**config.mk**
```make
export PLATFORM = sky130hd
export DESIGN_NAME = priority_queue_dispatch_tracker_top
export DESIGN_NICKNAME = d
export VERILOG_FILES = /design/src/design/pqdt_pkg.sv /design/src/design/priority_queue_dispatch_tracker_top.sv
export VERILOG_INCLUDE_DIRS = /design/src /design/src/design
export SDC_FILE = /design/constraint.sdc
export NUM_CORES = 2
export LEC_CHECK = 0
export BUFFER_PORTS_ARGS = -buffer_cell sky130_fd_sc_hd__buf_2
export CAP_MARGIN = 5
export CORE_ASPECT_RATIO = 0.8
export CORE_MARGIN = 8
export CORE_UTILIZATION = 53
export DETAILED_ROUTE_END_ITERATION = 12
export GPL_ROUTABILITY_DRIVEN = 0
export PLACE_DENSITY = 0.67
export SYNTH_ARGS = -nofsm -noshare
export SYNTH_HDL_FRONTEND = slang
export SYNTH_SLANG_ARGS = --single-unit
```
**constraint.sdc**
```tcl
create_clock -name aclk -period 9.3 [get_ports aclk]
set_clock_uncertainty 0.1 [all_clocks]
set_input_delay 0 -clock aclk [delete_from_list [all_inputs] [get_ports aclk]]
set_output_delay 0 -clock aclk [all_outputs]
set_load 0.005 [all_outputs]
```
**src/design/priority_queue_dispatch_tracker_top_assert.svh**
```systemverilog
// Assertion macros for the priority queue dispatch tracker.
// Used by the top level only; set NO_ASSERTIONS to compile them out.
`ifndef PRIORITY_QUEUE_DISPATCH_TRACKER_TOP_ASSERT_SVH
`define PRIORITY_QUEUE_DISPATCH_TRACKER_TOP_ASSERT_SVH
`ifndef NO_ASSERTIONS
`define PQDT_ASSERT_CLK(label, clk, rstn, prop) \
    label: assert property (@(posedge clk) disable iff (!rstn) prop) \
        else $error("assertion failed");
`define PQDT_ASSERT_ALWAYS(label, clk, prop) \
    label: assert property (@(posedge clk) prop) else $error("assertion failed");
`else
`define PQDT_ASSERT_CLK(label, clk, rstn, prop)
`define PQDT_ASSERT_ALWAYS(label, clk, prop)
`endif
`endif

```
**src/design/pqdt_pkg.sv**
```systemverilog
// Package for the priority queue dispatch tracker.
// Holds depths, command and status codes and the sequencer state type.
`timescale 1ns / 1ps
`default_nettype none
package pqdt_pkg;
    localparam int FIFO_DEPTH_DEF     = 16;
    localparam int INFLIGHT_DEPTH_DEF = 16;
    localparam int NUM_CLASSES        = 3;

    localparam logic [1:0] CMD_PLACE    = 2'd0;
    localparam logic [1:0] CMD_DISPATCH = 2'd1;
    localparam logic [1:0] CMD_COMPLETE = 2'd2;
    localparam logic [1:0] CMD_CLEAR    = 2'd3;

    localparam logic [1:0] ST_OK       = 2'd0;
    localparam logic [1:0] ST_EMPTY    = 2'd1;
    localparam logic [1:0] ST_NOTFOUND = 2'd2;
    localparam logic [1:0] ST_FULL     = 2'd3;

    typedef enum logic [2:0] {
        S_IDLE,
        S_SCAN,
        S_READ,
        S_WRITE,
        S_OUT
    } state_t;
endpackage
`default_nettype wire

```
**src/design/priority_queue_dispatch_tracker_top.sv**
```systemverilog
// Top level of the priority queue dispatch tracker.
// Depends on pqdt_pkg and priority_queue_dispatch_tracker_top_assert.svh.
//
// Usage: one item enters on the s_ channel (tdata = cmd, req_class, req_id,
// payload_handle) and exactly one result item leaves on the m_ channel.
// Place and clear go from accept through the write state to their result.
// Dispatch and complete walk the in-flight table one slot per cycle through
// a single compare unit, then pass through the read and write states before
// their result appears. The class FIFOs sit in one memory with a registered
// read port, which is read in the read state. s_tready is low from accept
// until the result is taken and rises in the next cycle; no new item is
// accepted before then. A stalled receiver holds the result in m_tdata and
// the block waits. Reset empties all classes, invalidates the in-flight
// table, sets the next id to one and the done count to zero; there is no
// clearing pass. The FIFO memory holds no reset value; only written
// entries reach the output.
`timescale 1ns / 1ps
`default_nettype none
`include "priority_queue_dispatch_tracker_top_assert.svh"
module priority_queue_dispatch_tracker_top #(
    parameter int FIFO_DEPTH     = pqdt_pkg::FIFO_DEPTH_DEF,
    parameter int INFLIGHT_DEPTH = pqdt_pkg::INFLIGHT_DEPTH_DEF
) (
    input  wire logic        aclk,
    input  wire logic        aresetn,
    input  wire logic        s_tvalid,
    output logic             s_tready,
    // cmd[1:0], req_class[3:2], req_id[19:4], payload_handle[35:20], zeros
    input  wire logic [39:0] s_tdata,
    output logic             m_tvalid,
    input  wire logic        m_tready,
    // status[1:0], out_id[17:2], out_class[19:18], out_payload[35:20],
    // position[40:36], zeros
    output logic [47:0]      m_tdata
);
    localparam int FW  = $clog2(FIFO_DEPTH);
    localparam int CW  = $clog2(FIFO_DEPTH + 1);
    localparam int IW  = $clog2(INFLIGHT_DEPTH);
    localparam int ICW = $clog2(INFLIGHT_DEPTH + 1);
    localparam int MD  = pqdt_pkg::NUM_CLASSES * FIFO_DEPTH;
    localparam int MW  = $clog2(MD);

    pqdt_pkg::state_t state_reg, state_next;

    logic [1:0]  cmd_reg, cls_reg;
    logic [15:0] rid_reg, pay_reg;
    logic [FW-1:0] head_reg [pqdt_pkg::NUM_CLASSES];
    logic [CW-1:0] cnt_reg  [pqdt_pkg::NUM_CLASSES];
    logic [INFLIGHT_DEPTH-1:0] ivalid_reg;
    logic [15:0] iid_reg  [INFLIGHT_DEPTH];
    logic [15:0] ipay_reg [INFLIGHT_DEPTH];
    logic [1:0]  icls_reg [INFLIGHT_DEPTH];
    logic [15:0] next_id_reg, done_reg;
    logic [ICW-1:0] idx_reg;
    logic        hit_reg;
    logic [IW-1:0] hit_idx_reg;
    logic [1:0]  dcls_reg;
    logic [31:0] mem [MD];
    logic [31:0] rd_reg;
    logic [47:0] out_reg;
    logic        mvalid_reg;

    logic [1:0] in_cls;
    assign in_cls = (s_tdata[3:2] == 2'd3) ? 2'd2 : s_tdata[3:2];

    assign s_tready = (state_reg == pqdt_pkg::S_IDLE);
    assign m_tvalid = mvalid_reg;
    assign m_tdata  = out_reg;

    // Shared compare unit for the table walk.
    logic [IW-1:0] idx_lo;
    logic          cmp_hit;
    assign idx_lo  = idx_reg[IW-1:0];
    assign cmp_hit = (cmd_reg == pqdt_pkg::CMD_DISPATCH) ? !ivalid_reg[idx_lo]
                   : (ivalid_reg[idx_lo] && iid_reg[idx_lo] == rid_reg);

    logic any_pending;
    assign any_pending = (cnt_reg[0] != '0) || (cnt_reg[1] != '0) || (cnt_reg[2] != '0);

    function automatic logic [FW-1:0] wrap_add(input logic [FW-1:0] a,
                                               input logic [CW-1:0] b);
        logic [CW:0] s;
        s = {{(CW+1-FW){1'b0}}, a} + {1'b0, b};
        if (s >= (CW+1)'(FIFO_DEPTH)) s = s - (CW+1)'(FIFO_DEPTH);
        return s[FW-1:0];
    endfunction

    function automatic logic [MW-1:0] maddr(input logic [1:0] c, input logic [FW-1:0] p);
        return MW'(c) * MW'(FIFO_DEPTH) + MW'(p);
    endfunction

    function automatic logic [47:0] pack(input logic [1:0] st, input logic [15:0] id,
            input logic [1:0] c, input logic [15:0] py, input logic [4:0] ps);
        return {7'd0, ps, py, c, id, st};
    endfunction

    always_comb begin
        state_next = state_reg;
        case (state_reg)
            pqdt_pkg::S_IDLE:  if (s_tvalid) begin
                state_next = (s_tdata[1:0] == pqdt_pkg::CMD_DISPATCH ||
                              s_tdata[1:0] == pqdt_pkg::CMD_COMPLETE)
                             ? pqdt_pkg::S_SCAN : pqdt_pkg::S_WRITE;
            end
            pqdt_pkg::S_SCAN:  if (idx_reg == ICW'(INFLIGHT_DEPTH - 1) || cmp_hit) begin
                state_next = pqdt_pkg::S_READ;
            end
            pqdt_pkg::S_READ:  state_next = pqdt_pkg::S_WRITE;
            pqdt_pkg::S_WRITE: state_next = pqdt_pkg::S_OUT;
            pqdt_pkg::S_OUT:   if (m_tready) begin
                state_next = pqdt_pkg::S_IDLE;
            end
            default:           state_next = pqdt_pkg::S_IDLE;
        endcase
    end

    always_ff @(posedge aclk) begin
        if (!aresetn) begin
            state_reg <= pqdt_pkg::S_IDLE;
        end else begin
            state_reg <= state_next;
        end
    end

    always_ff @(posedge aclk) begin
        if (state_reg == pqdt_pkg::S_IDLE && s_tvalid) begin
            cmd_reg <= s_tdata[1:0];
            cls_reg <= in_cls;
            rid_reg <= s_tdata[19:4];
            pay_reg <= s_tdata[35:20];
            idx_reg <= '0;
            hit_reg <= 1'b0;
            dcls_reg <= (cnt_reg[0] != '0) ? 2'd0 : (cnt_reg[1] != '0) ? 2'd1 : 2'd2;
        end else if (state_reg == pqdt_pkg::S_SCAN) begin
            if (cmp_hit) begin
                hit_reg     <= 1'b1;
                hit_idx_reg <= idx_lo;
            end else begin
                idx_reg <= idx_reg + 1'b1;
            end
        end
        if (state_reg == pqdt_pkg::S_READ) begin
            rd_reg <= mem[maddr(dcls_reg, head_reg[dcls_reg])];
        end
        if (state_reg == pqdt_pkg::S_WRITE && cmd_reg == pqdt_pkg::CMD_PLACE &&
                cnt_reg[cls_reg] != CW'(FIFO_DEPTH)) begin
            mem[maddr(cls_reg, wrap_add(head_reg[cls_reg], cnt_reg[cls_reg]))] <=
                {next_id_reg, pay_reg};
        end
    end

    always_ff @(posedge aclk) begin
        if (!aresetn) begin
            for (int c = 0; c < pqdt_pkg::NUM_CLASSES; c++) begin
                head_reg[c] <= '0;
                cnt_reg[c]  <= '0;
            end
            ivalid_reg  <= '0;
            next_id_reg <= 16'd1;
            done_reg    <= '0;
            mvalid_reg  <= 1'b0;
        end else begin
            if (state_reg == pqdt_pkg::S_WRITE) begin
                mvalid_reg <= 1'b1;
                case (cmd_reg)
                    pqdt_pkg::CMD_PLACE: begin
                        if (cnt_reg[cls_reg] == CW'(FIFO_DEPTH)) begin
                            out_reg <= pack(pqdt_pkg::ST_FULL, '0, '0, '0, '0);
                        end else begin
                            cnt_reg[cls_reg] <= cnt_reg[cls_reg] + 1'b1;
                            out_reg <= pack(pqdt_pkg::ST_OK, next_id_reg, cls_reg, '0,
                                            5'(cnt_reg[cls_reg] + 1'b1));
                            next_id_reg <= (next_id_reg == 16'hFFFF) ? 16'd1
                                                                     : next_id_reg + 16'd1;
                        end
                    end
                    pqdt_pkg::CMD_DISPATCH: begin
                        if (!any_pending) begin
                            out_reg <= pack(pqdt_pkg::ST_EMPTY, '0, '0, '0, '0);
                        end else if (!hit_reg) begin
                            out_reg <= pack(pqdt_pkg::ST_FULL, '0, '0, '0, '0);
                        end else begin
                            ivalid_reg[hit_idx_reg] <= 1'b1;
                            iid_reg[hit_idx_reg]    <= rd_reg[31:16];
                            ipay_reg[hit_idx_reg]   <= rd_reg[15:0];
                            icls_reg[hit_idx_reg]   <= dcls_reg;
                            head_reg[dcls_reg] <= wrap_add(head_reg[dcls_reg], CW'(1));
                            cnt_reg[dcls_reg]  <= cnt_reg[dcls_reg] - 1'b1;
                            out_reg <= pack(pqdt_pkg::ST_OK, rd_reg[31:16], dcls_reg,
                                            rd_reg[15:0], '0);
                        end
                    end
                    pqdt_pkg::CMD_COMPLETE: begin
                        if (!hit_reg) begin
                            out_reg <= pack(pqdt_pkg::ST_NOTFOUND, rid_reg, '0, '0, '0);
                        end else begin
                            ivalid_reg[hit_idx_reg] <= 1'b0;
                            if (done_reg != 16'hFFFF) done_reg <= done_reg + 16'd1;
                            out_reg <= pack(pqdt_pkg::ST_OK, rid_reg, icls_reg[hit_idx_reg],
                                            ipay_reg[hit_idx_reg], '0);
                        end
                    end
                    default: begin
                        done_reg <= '0;
                        out_reg  <= pack(pqdt_pkg::ST_OK, '0, '0, '0, '0);
                    end
                endcase
            end else if (mvalid_reg && m_tready) begin
                mvalid_reg <= 1'b0;
            end
        end
    end

    `PQDT_ASSERT_CLK(a_valid_in_out, aclk, aresetn,
        (m_tvalid == (state_reg == pqdt_pkg::S_OUT)))
    `PQDT_ASSERT_CLK(a_id_nonzero, aclk, aresetn, (next_id_reg != 16'd0))
    `PQDT_ASSERT_CLK(a_no_accept_busy, aclk, aresetn, (m_tvalid |-> !s_tready))
endmodule
`default_nettype wire
```
[After elaboration in Yosys (flattened, before gate mapping)]
Memories as Yosys holds them, arrays and structs flattened. A register that Yosys moved wholly into a read port is not among the register bits.
Index checks and enable logic that the tools add are counted.
Word-level totals
  register bits: 132
  RAM bits: 2107
  input port bits: 44
  output and inout port bits: 50
  logic and storage cells: 154
  memories: 6
Memory list
  mem: depth 48, bits a word 32, read ports 1, clocked after memory_dff 1, write ports 1, line priority_queue_dispatch_tracker_top.sv:58  | logic [31:0] mem [MD];
  iid_reg: depth 16, bits a word 16, read ports 1, clocked after memory_dff 1, write ports 1, line priority_queue_dispatch_tracker_top.sv:50  | logic [15:0] iid_reg [INFLIGHT_DEPTH];
  ipay_reg: depth 16, bits a word 16, read ports 1, clocked after memory_dff 1, write ports 1, line priority_queue_dispatch_tracker_top.sv:51  | logic [15:0] ipay_reg [INFLIGHT_DEPTH];
  icls_reg: depth 16, bits a word 2, read ports 1, clocked after memory_dff 1, write ports 1, line priority_queue_dispatch_tracker_top.sv:52  | logic [1:0] icls_reg [INFLIGHT_DEPTH];
  cnt_reg: depth 3, bits a word 5, read ports 5, clocked after memory_dff 2, write ports 3, line priority_queue_dispatch_tracker_top.sv:48  | logic [CW-1:0] cnt_reg [pqdt_pkg::NUM_CLASSES];
  head_reg: depth 3, bits a word 4, read ports 2, clocked after memory_dff 2, write ports 3, line priority_queue_dispatch_tracker_top.sv:47  | logic [FW-1:0] head_reg [pqdt_pkg::NUM_CLASSES];
Operators by class
  add/sub/neg operators: 10
  magnitude comparators: 5
  eq/ne operators: 20
  multiplexer cells: 66
  bitwise operators: 6
  reductions and logical operators: 28
Operators by type and width (count)
  $pmux 48 s3: 1
  $mux 36: 3
  $mux 16: 4
  $mux 4: 13
  $mux 41: 1
  $pmux 16 s2: 1
  $mux 2: 13
  $mux 1: 22
  $add 16x1->16 const B: 1
  $and 16x16->16: 1
  $eq 16x16->1: 1
  $eq 16x16->1 const B: 1
  $not 16->16: 1
  $or 16x16->16: 1
  $pmux 3 s5: 1
  $reduce_bool 5->1: 3
  $add 6x4->6: 2
  $ne 2x2->1 const B: 6
  $add 5x1->5 const B: 2
  $lt 4x5->1 const B: 2
  $mux 5: 2
  $reduce_or 5->1: 2
  $mux 3: 3
  $reduce_and 3->1: 3
  other kinds (27): 45

[Depth between registers and ports, before layout]
An unclocked memory read counts as a cell.
  depth after elaboration: 11
  depth in mapped cells: 15
  mapped depth without buffers: 11

[Least setup slack after synthesis]
Ideal clock, no wire load.
  kind: register to register
  from: register cmd_reg[1]
  to: memory icls_reg[12][0], enable pin
  setup time: 0.467 ns
  arrival: 4.338 ns
  required time: 8.733 ns
  slack: 4.394 ns
  stages on the path, launching flop included: 9
  path buffers: 2
  period minus slack after synthesis: 4.906 ns
  cell sequence: edfxtp_1 > clkbuf_1 > nand2b_1 > a31oi_1 > inv_1 > nor3_1 > clkbuf_1 > nand3_1 > nor3_1
On the way
  word-level cells in the longest chain between the ends: 5
RTL lines
  start, declared: line priority_queue_dispatch_tracker_top.sv:45  | logic [1:0] cmd_reg, cls_reg;
  start signal, assigned: line priority_queue_dispatch_tracker_top.sv:127  | cmd_reg <= s_tdata[1:0];
  $eq 2x1->1: line priority_queue_dispatch_tracker_top.sv:165  | case (cmd_reg)
  $mux 1: line priority_queue_dispatch_tracker_top.sv:165
  $mux 1: line priority_queue_dispatch_tracker_top.sv:163  | if (state_reg == pqdt_pkg::S_WRITE) begin
  $mux 1: line priority_queue_dispatch_tracker_top.sv:153  | if (!aresetn) begin
  $mux 1 (not written as such): line priority_queue_dispatch_tracker_top.sv:186  | icls_reg[hit_idx_reg] <= dcls_reg;
  end, declared: line priority_queue_dispatch_tracker_top.sv:52
Every way passes these cells.

==> results.toml <==
[setup_path]
cp_max_fo = 17
start_kind = "flip-flop"
worstPathRequired_ns = 9.67
critical_path_class = "flip-flop to flip-flop"
crit_arrival_ns = 5.77
crit_path_end_kind = "flip-flop"

[logic_synthesis]
synth_edf_count = 2231
avgSynthCellArea_um2 = 22.7
yosys.area_share.simple = 0.0179
synth_flop_cell = "edfxtp_1"
synth-adder-area-share = 0.00165
synth-xor-area-share = 0.00438
netlist_area_um2 = 88000
synth_warnings = 0
muxShareOfSynthArea = 0.174
ys_types = 68
async_reset_ff_frac = 0
seq_area_frac_synth = 0.774
ys_ff_latch = 2285
synthCells = 3882
synth_compound_area_frac = 0.0162
synth_top_family_by_area = "multiplexers"

[global_routing]
grt_pass1_wl_um = 300000
grt_max_degree = 110
grt_pass1_vias = 41500
grt_usage = 0.230
grt-ovfl-total = 0
antenna_found_initial = 7

[sta]
setup_viol = 0
clock.fmax_mhz = 185
timing.final.crit_share = 0.581
post-route-min-period_ns = 5.40
hold_viol_final = 0
rsz0062_at_grt = "false"
tns_ns = 0
maxSlewViolCount = 0
tightest_slew_ns = 1.34
relSlewSlack = 0.0974

[placed_design]
dpl_cell_area_um2 = 91800
dp_hpwl_um = 110000
numPortBuffers = 82

[hold_path]
hp-class = "input pin to flip-flop"

[final_layout]
layout.nets = 4226
fin_area_um2 = 98800
fillers = 11300
area_growth_pct = 12.3
drive_gt1_frac = 0.281
final_cell_mix = "2231 x edfxtp_1, 615 x mux4_2, 210 x clkbuf_16"
largest_reg_flops = 1536
layout_commonest_cell = "edfxtp_1"

[clock_tree]
path_clk_slew_ns = 0.06
cts_buffer_depth = 3
numCtsBuffers = 203
root_buffer = "clkbuf_16"
cts_tree = "yes"
cts_resized = 0
htreeDepth = 4
clk_latency_ns = 0.83
clock_sink_count = 2285

[floorplanning]
io_pins = 94
dieHeight_um = 380
die_w_um = 472
core_area_um2 = 165000
start_util = 0.535
rows = 133
die_area_um2 = 179000

[drt]
met1_length_um = 84500
totalWireLength_um = 208000
firstDrtPassIters = 5
via_per_inst = 6.42
drt_iter0_drc = 5417
via_count = 41700
ant_nets = 0
detail_route.wl_per_cell_um = 32.1
wl_met3_um = 19300
maxUsedRoutingLayer = "met5"
drc_errors = 0
met2WireLength_um = 99500

[power_and_ir_drop]
power_density_nw_per_um2 = 234
leakage_nw = 31.7
power.total_mw = 23.1
ir_worst_vdd_mv = 0.234

[job]
maxCapViolations = 0

[outcome]
status = "completed"
## cell families after synthesis
kind of cell,Yosys count
other,1
XOR/XNOR,44
multiplexers,749
flip-flops,2285
buffers and inverters,246
AND/OR/NAND/NOR,346
AO/OA/AOI/OAI,200
adder cells (fa/ha/maj),11
## per-layer routing
metal,GRT usage,vias up
met5,0,-
met4,0.0580,2
met3,0.0459,281
met2,0.361,1971
met1,0.335,22500
li1,-,17000
## power breakdown
| part | internal (mW) | switching (mW) | total (mW) |
|---|---|---|---|
| Sequential | 11.6 | 0.287 | 11.9 |
| Clock | 4.46 | 3.62 | 8.08 |
| Combinational | 1.35 | 1.78 | 3.13 |
## synthesized netlist by cell type (17+ instances only)
master    number  area, µm²
mux2i_1      108       1080
buf_1         28        105
a211oi_1      26        195
o21ai_0       43        215
xor2_1        19        166
buf_4         18        135
mux2_2        17        191
xnor2_1       25        219
nand3_1       21        105
nand2_1      100        375
mux4_2       618      13900
edfxtp_1    2231      67000
inv_1         38        143
nor2_1       136        510
clkbuf_1      97        364
buf_2         61        305
dfxtp_1       54       1080
a21oi_1       32        160
## final timing paths
kind	startpoint	endpoint	slack, ns	cells past startpoint
hold reg to reg	idx_reg[4]	idx_reg[4]	0.38	2
setup / recovery	flip-flop	mem[25][31]	3.90	8
hold / removal	s_tvalid	state_reg[1]	0.14	5
setup reg to reg	flip-flop	mem[25][31]	3.90	8
## critical path: stages, from the launching register on
cell and delay, ns:
dfxtp_1 0.70, mux4_2 0.70, ha_1 0.48, a21oi_1 0.13
xnor2_1 0.40, xor2_1 0.51, nand2_1 0.60, nor2_4 0.84
buf_4 0.52
## layout make-up
class / instances / area, µm² / share of cell area
clock inverters: 117 / 896 / 0.00906
diodes: 4 / 10.0 / 0.000101
well taps: 2160 / 2700 / 0.0273
clock buffers: 247 / 5390 / 0.0546
flip-flops and latches: 2285 / 68100 / 0.689
repair buffers: 285 / 2230 / 0.0226
multi-input cells: 1357 / 19300 / 0.196
inverters: 39 / 154 / 0.00156
## what timing repair did
| action | in CTS | in global routing |
|---|---|---|
| hold buffers | 78 | 0 |
| buffers inserted | 0 | 0 |
| hold endpoints to repair | 105 | 0 |
## per-stage QoR
step	hold slack (ns)	cells	util	worst slack, ns
floorplan	-0.00113	3888	-	4.39
global placement	0.0763	6048	0.558	3.95
detailed placement	0.0781	6048	0.558	3.93
CTS	0.0689	6490	0.601	3.90
global route	0.111	6490	0.601	3.68
finish	0.135	6494	0.601	3.90
Note: power is estimated with default switching activity, not from simulation.
